==> config.mk <==
export PLATFORM = sky130hd
export DESIGN_NAME = wildcard_byte_pattern_scanner
export DESIGN_NICKNAME = d
export VERILOG_FILES = /design/src/rtl/core/wbps_pkg.sv /design/src/rtl/core/wbps_cell.sv /design/src/rtl/core/wbps_outq.sv /design/src/rtl/core/wildcard_byte_pattern_scanner.sv
export SDC_FILE = /design/constraint.sdc
export NUM_CORES = 1
export LEC_CHECK = 0
export ABC_AREA = 1
export BUFFER_PORTS_ARGS = -buffer_cell sky130_fd_sc_hd__buf_2
export CELL_PAD_IN_SITES_DETAIL_PLACEMENT = 0
export CELL_PAD_IN_SITES_GLOBAL_PLACEMENT = 2
export CORE_MARGIN = 1
export CORE_UTILIZATION = 38
export CTS_CLUSTER_SIZE = 25
export DETAILED_ROUTE_END_ITERATION = 10
export PLACE_DENSITY = 0.95
export SETUP_SLACK_MARGIN = 0.3
export SLEW_MARGIN = 10
export SYNTH_ARGS = -nofsm -noshare
export SYNTH_HDL_FRONTEND = slang
export SYNTH_SLANG_ARGS = --single-unit
==> constraint.sdc <==
create_clock -name clk -period 18.2 [get_ports clk]
set_input_delay 1.82 -clock clk [delete_from_list [all_inputs] [get_ports clk]]
set_output_delay 1.82 -clock clk [all_outputs]
set_load 0.005 [all_outputs]
==> src/rtl/core/wbps_pkg.sv <==
// Shared types and constants for the wildcard byte pattern scanner.
`default_nettype none
package wbps_pkg;

  localparam int unsigned PATTERN_BYTES = 16;
  localparam int unsigned LEN_W         = 5;
  localparam int unsigned ADDR_W        = 64;
  localparam int unsigned CFG_DATA_W    = 64;
  localparam int unsigned CFG_INDEX_W   = 3;

  typedef enum logic [CFG_INDEX_W-1:0] {
    REG_PATTERN_LOW    = 3'd0,
    REG_PATTERN_HIGH   = 3'd1,
    REG_WILDCARD_MASK  = 3'd2,
    REG_PATTERN_LENGTH = 3'd3,
    REG_REGION_BASE    = 3'd4
  } reg_index_t;

  // Pattern setup seen by every cell; len is already clamped.
  typedef struct packed {
    logic [PATTERN_BYTES-1:0][7:0] pattern;
    logic [PATTERN_BYTES-1:0]      wild;
    logic [LEN_W-1:0]              len;
  } cfg_t;

  typedef struct packed {
    logic              found;
    logic [ADDR_W-1:0] address;
  } res_t;

endpackage
`default_nettype wire

==> src/rtl/core/wbps_cell.sv <==
// One window cell: holds one byte of the window and compares the byte entering it.
`default_nettype none
module wbps_cell #(
  parameter int unsigned IDX = 0
) (
  input  wire logic          clk,
  input  wire logic          shift_en,
  input  wire logic [7:0]    byte_in,
  input  wire wbps_pkg::cfg_t cfg,
  output logic      [7:0]    byte_out,
  output logic               hit
);

  localparam logic [6:0] POS = 7'(IDX);

  logic [6:0] len_ext;
  logic       active;
  logic [3:0] sel;

  always_ff @(posedge clk) begin
    if (shift_en) begin
      byte_out <= byte_in;
    end
  end

  // Cell at age IDX lines up with pattern byte len-1-IDX.
  assign len_ext = 7'(cfg.len);
  assign active  = len_ext > POS;
  assign sel     = 4'(len_ext - POS - 7'd1);
  assign hit     = !active || cfg.wild[sel] || (byte_in == cfg.pattern[sel]);

endmodule
`default_nettype wire

==> src/rtl/core/wbps_outq.sv <==
// Two-entry result queue between the match logic and the output channel.
`default_nettype none
module wbps_outq (
  input  wire logic           clk,
  input  wire logic           rst,
  input  wire logic           push,
  input  wire wbps_pkg::res_t push_data,
  input  wire logic           pop_stall,
  output logic                head_valid,
  output wbps_pkg::res_t      head,
  output logic                full
);

  logic [1:0]     cnt;
  logic [1:0]     cnt_next;
  wbps_pkg::res_t second;
  logic           pop;

  assign pop        = head_valid && !pop_stall;
  assign head_valid = cnt != 2'd0;
  assign full       = cnt == 2'd2;

  always_comb begin
    cnt_next = cnt;
    case ({push, pop})
      2'b10:   cnt_next = cnt + 2'd1;
      2'b01:   cnt_next = cnt - 2'd1;
      default: cnt_next = cnt;
    endcase
  end

  always_ff @(posedge clk) begin
    if (rst) begin
      cnt <= 2'd0;
    end else begin
      cnt <= cnt_next;
    end
  end

  always_ff @(posedge clk) begin
    if (cnt == 2'd2) begin
      if (pop) begin
        head <= second;
      end
    end else if (push) begin
      if (cnt == 2'd0 || pop) begin
        head <= push_data;
      end else begin
        second <= push_data;
      end
    end
  end

endmodule
`default_nettype wire

==> src/rtl/core/wildcard_byte_pattern_scanner.sv <==
// Top level of the wildcard byte pattern scanner.
// Takes one region byte per cycle with no bubbles while in_stall is low; each
// result leaves from a registered queue head. A row of MAX_PATTERN cells
// holds the newest bytes and compares all window positions in the same cycle
// the byte is accepted. Results go through a two-entry queue, so in_stall rises
// only when two results are waiting on a stalled output. Pattern registers are
// written with cfg_write; pattern_length resets to 1, the others to 0.
`default_nettype none
module wildcard_byte_pattern_scanner #(
  parameter int unsigned MAX_PATTERN = 16,
  parameter int unsigned COUNT_WIDTH = 32
) (
  input  wire logic                              clk,
  input  wire logic                              rst,
  input  wire logic                              cfg_write,
  input  wire logic [wbps_pkg::CFG_INDEX_W-1:0]  cfg_index,
  input  wire logic [wbps_pkg::CFG_DATA_W-1:0]   cfg_data,
  input  wire logic                              in_valid,
  output logic                                   in_stall,
  input  wire logic [7:0]                        data_byte,
  input  wire logic                              last_byte,
  output logic                                   out_valid,
  input  wire logic                              out_stall,
  output logic                                   found,
  output logic      [wbps_pkg::ADDR_W-1:0]       match_address
);

  localparam logic [wbps_pkg::LEN_W-1:0] LEN_LIMIT =
    wbps_pkg::LEN_W'((MAX_PATTERN < wbps_pkg::PATTERN_BYTES) ?
                     MAX_PATTERN : wbps_pkg::PATTERN_BYTES);

  logic [63:0]                  pattern_low;
  logic [63:0]                  pattern_high;
  logic [15:0]                  wildcard_mask;
  logic [wbps_pkg::LEN_W-1:0]   pattern_length;
  logic [wbps_pkg::ADDR_W-1:0]  region_base;

  logic [COUNT_WIDTH-1:0]       byte_count;
  logic [COUNT_WIDTH-1:0]       count_next;
  logic [COUNT_WIDTH-1:0]       offset;
  logic                         match_reported;

  wbps_pkg::cfg_t               cfg;
  wbps_pkg::res_t               res;
  logic                         accept;
  logic                         counted;
  logic                         enough;
  logic                         match;
  logic                         push;
  logic [MAX_PATTERN-1:0]       hits;
  logic [7:0]                   win [MAX_PATTERN];

  always_ff @(posedge clk) begin
    if (rst) begin
      pattern_low    <= '0;
      pattern_high   <= '0;
      wildcard_mask  <= '0;
      pattern_length <= wbps_pkg::LEN_W'(1);
      region_base    <= '0;
    end else if (cfg_write) begin
      case (wbps_pkg::reg_index_t'(cfg_index))
        wbps_pkg::REG_PATTERN_LOW:    pattern_low    <= cfg_data;
        wbps_pkg::REG_PATTERN_HIGH:   pattern_high   <= cfg_data;
        wbps_pkg::REG_WILDCARD_MASK:  wildcard_mask  <= cfg_data[15:0];
        wbps_pkg::REG_PATTERN_LENGTH: pattern_length <= cfg_data[wbps_pkg::LEN_W-1:0];
        wbps_pkg::REG_REGION_BASE:    region_base    <= cfg_data;
        default: ;
      endcase
    end
  end

  assign cfg.pattern = {pattern_high, pattern_low};
  assign cfg.wild    = wildcard_mask;
  assign cfg.len     = (pattern_length > LEN_LIMIT) ? LEN_LIMIT : pattern_length;

  assign accept = in_valid && !in_stall;

  for (genvar k = 0; k < MAX_PATTERN; k++) begin : g_cell
    wbps_cell #(.IDX(k)) u_cell (
      .clk      (clk),
      .shift_en (accept),
      .byte_in  ((k == 0) ? data_byte : win[(k == 0) ? 0 : k - 1]),
      .cfg      (cfg),
      .byte_out (win[k]),
      .hit      (hits[k])
    );
  end

  // Saturated counter stops both counting and testing.
  assign counted    = !(&byte_count);
  assign count_next = byte_count + COUNT_WIDTH'(1);
  assign enough     = count_next >= COUNT_WIDTH'(cfg.len);
  assign match      = counted && !match_reported && (cfg.len != '0) && enough && (&hits);
  assign offset     = count_next - COUNT_WIDTH'(cfg.len);

  always_comb begin
    res.found   = match;
    res.address = match ? (region_base + wbps_pkg::ADDR_W'(offset)) : '0;
  end

  assign push = accept && (match || (last_byte && !match_reported));

  always_ff @(posedge clk) begin
    if (rst) begin
      byte_count     <= '0;
      match_reported <= 1'b0;
    end else if (accept) begin
      if (last_byte) begin
        byte_count     <= '0;
        match_reported <= 1'b0;
      end else begin
        if (counted) begin
          byte_count <= count_next;
        end
        if (match) begin
          match_reported <= 1'b1;
        end
      end
    end
  end

  wbps_pkg::res_t head;

  wbps_outq u_outq (
    .clk        (clk),
    .rst        (rst),
    .push       (push),
    .push_data  (res),
    .pop_stall  (out_stall),
    .head_valid (out_valid),
    .head       (head),
    .full       (in_stall)
  );

  assign found         = head.found;
  assign match_address = head.address;

endmodule
`default_nettype wire

==> flow_metrics.env <==
export IMPL_outcome="completed"
export IMPL_die_x_microns=294
export IMPL_p_leak_nw=15.6
export IMPL_syn_area_per_cell_sq_um=6.67
export IMPL_power_frac_comb_pct=24.6
export IMPL_rsz0062_at_grt="false"
export IMPL_core_sq_mm=0.0840
export IMPL_gp_congestion=1.00
export IMPL_vias=33300
export IMPL_cts_path_max_buffers=3
export IMPL_cts_inserted_buffers=60
export IMPL_slew_violations=0
export IMPL_htreeDepth=2
export IMPL_first_pass_iters=8
export IMPL_die_area_sq_mm=0.0863
export IMPL_setup_tns_final_ps=0
export IMPL_setup_viol=0
export IMPL_layout_drive_gt1_share_pct=6.77
export IMPL_crit_required_ps=18620
export IMPL_netlist_area_sq_mm=0.0324
export IMPL_synth_async_reset_ratio_pct=0
export IMPL_num_rows=106
export IMPL_clock_latency_ps=680
export IMPL_hold_violations=0
export IMPL_drtIter0Drc=3740
export IMPL_final_cell_mix="nand2_1, nand3_1, nor2_1, inv_1, o21ai_0"
export IMPL_path_common_cell="nand2_1"
export IMPL_clkPwrFrac_pct=35.8
export IMPL_final_antenna_net_count=0
export IMPL_pwr_share_seq_pct=39.6
export IMPL_powerDensity_mw_per_mm2=96.2
export IMPL_fmax_mhz=131
export IMPL_ctsRootBufferMaster="clkbuf_16"
export IMPL_fillers=9034
export IMPL_cap_violations=0
export IMPL_layout_commonest_cell="nand2_1"
export IMPL_cp_start_kind="flip-flop"
export IMPL_period_needed_ps=7630
export IMPL_period_share_pct=41.9
export IMPL_cts_resized=0
export IMPL_grt_use_total_pct=32.1
export IMPL_grt_pass1_wl_mm=203
export IMPL_multi_input_area_sq_mm=0.0174
export IMPL_synth_ff_type="edfxtp_1"
export IMPL_setup_worst_path_end_class="flip-flop"
export IMPL_io_pins=148
export IMPL_hpwl_mm=107
export IMPL_p_int_mw=2.24
export IMPL_cts_tree="done"
export IMPL_ys_seq_area_share_pct=38.5
export IMPL_final_nets=5022
export IMPL_p_sw_mw=1.22
export IMPL_syn_num_nets=4994
export IMPL_synth_seq_cells=498
export IMPL_ctsHoldBuffers=0
export IMPL_crit_arrival_ps=8060
export IMPL_crit_slowest_cell="buf_4"
export IMPL_viasPerCell=5.49
export IMPL_tightest_slew_ps=1080
export IMPL_syn_to_final_growth_pct=10.9
export IMPL_drc=0
export IMPL_wire_per_inst_microns=23.3
export IMPL_grt_overflow_total=0
export IMPL_hold_class="flip-flop to flip-flop"
export IMPL_dpl_cell_count=5954
export IMPL_cts_setup_buffers=0
export IMPL_slew_headroom_pct=28.0
export IMPL_fp_dieH_microns=294
export IMPL_grt_pass1_vias=29800
export IMPL_antenna_found_initial=15
export IMPL_dpl_cell_area_sq_mm=0.0339
export IMPL_cts_sinks=498
export IMPL_yosysWarnings=0
export IMPL_grt_max_degree=114
export IMPL_ys_types=54
export IMPL_syn_instance_count=4854
export IMPL_cpPeakStageDelay_ps=710
export IMPL_ir_drop_uv=86.0
export IMPL_critPathMaxFanout=64
export IMPL_fin_area_sq_mm=0.0359
export IMPL_stdcell_count=6073
export IMPL_skew_ps=50.2
export IMPL_floorplan_initialDensity_pct=38.5
export IMPL_crit_type="flip-flop to flip-flop"
export IMPL_seq_area_sq_mm=0.0125
export IMPL_clk_pin_slew_ps=60
export IMPL_sw_frac_of_total_pct=35.3
export IMPL_synth_edf_count=250
export IMPL_routed_wl_mm=141
export IMPL_io_buffer_count=147
-- logic make-up (layout without fill, tap and decap cells) --
logic type	count (synthesis)	count (layout)	share of synthesized area [%]
adder cells (fa/ha/maj)	59	59	2.33
AO/OA/AOI/OAI	624	624	10.1
AND/OR/NAND/NOR	2919	2919	37.9
multiplexers	5	5	0.155
buffers and inverters	641	720	7.95
flip-flops	498	498	38.5
XOR/XNOR	108	108	2.98
other	0	6	0
-- state kept, by name (all words and copies together), names as in the netlist --
signal                  cells
g_cell.u_cell.byte_out    120
u_outq.head                65
u_outq.second              65
pattern_high               64
pattern_low                64
region_base                64
byte_count                 32
wildcard_mask              16
pattern_length              5
u_outq.cnt                  2
match_reported              1
-- Yosys cell counts, drive strengths merged, types with 45 or more instances --
cell / instances / area, sq um
clkbuf: 112 / 420
dfxtp: 248 / 4960
ha: 57 / 713
nand2: 1584 / 5970
a21oi: 223 / 1120
nor2: 463 / 1770
buf: 112 / 584
xor2: 75 / 676
edfxtp: 250 / 7510
nand3b: 46 / 345
nand3: 744 / 3730
nor3: 45 / 235
o21ai: 342 / 1720
inv: 412 / 1550
-- path summary, 6_finish.rpt --
kind                                  startpoint                             to  slack, ps  cells after the start
setup reg to reg  pattern_length[4]$_SDFFE_PP0P_      u_outq.head[61]$_DFFE_PP_      10570                     32
hold / removal     pattern_high[26]$_SDFFE_PP0P_  pattern_high[26]$_SDFFE_PP0P_        470                      2
setup / recovery  pattern_length[4]$_SDFFE_PP0P_      u_outq.head[61]$_DFFE_PP_      10570                     32
hold reg to reg    pattern_high[26]$_SDFFE_PP0P_  pattern_high[26]$_SDFFE_PP0P_        470                      2
-- worst max-delay path, delay by kind of cell, from the launching register on --
kind | cells | cell delay, ps
AO/OA/AOI/OAI | 4 | 1020
XOR/XNOR | 1 | 190
adder cells (fa/ha/maj) | 2 | 760
buffers and inverters | 2 | 1100
flip-flops | 1 | 670
AND/OR/NAND/NOR | 23 | 3610
-- power by group through the flow --
| stage | Combinational [mW] | Sequential [mW] | Clock (mW) |
|---|---|---|---|
| after floorplan | 0.526 | 1.37 | 0 |
| after global placement | 0.834 | 1.39 | 0 |
| after detailed placement | 0.834 | 1.39 | 0 |
| after CTS | 0.837 | 1.37 | 1.25 |
| after global routing | 0.926 | 1.37 | 1.29 |
| final | 0.850 | 1.37 | 1.24 |
-- layer usage --
metal / wire (microns) / vias to the layer above / part of all wire, % / GRT usage, %
met5: 78 / - / 0.055 / 0
li1: - / 16000 / - / -
met2: 59700 / 1441 / 42 / 48.2
met3: 14300 / 250 / 10 / 6.29
met1: 61800 / 15600 / 44 / 45.4
met4: 5440 / 10 / 3.8 / 11.3
-- final cells by class --
cell class	instances	area share [%]
diodes	6	0.0418
well taps	1134	3.95
clock inverters	37	1.06
flip-flops and latches	498	34.7
clock buffers	76	4.46
repair buffers	190	2.95
multi-input cells	3715	48.4
inverters	417	4.39
-- per-stage QoR --
stage                     total power [mW]  util (%)  setup WS, ps  hold slack (ps)
after detailed placement              2.22      40.4         10840              454
final                                 3.45      42.8         10570              467
after CTS                             3.45      42.7         10830              468
after global routing                  3.59      42.7          9950              480
after floorplan                       1.89         -         10110              439
after global placement                2.22      40.4         11010              448
(Power assumes the default switching activity.)
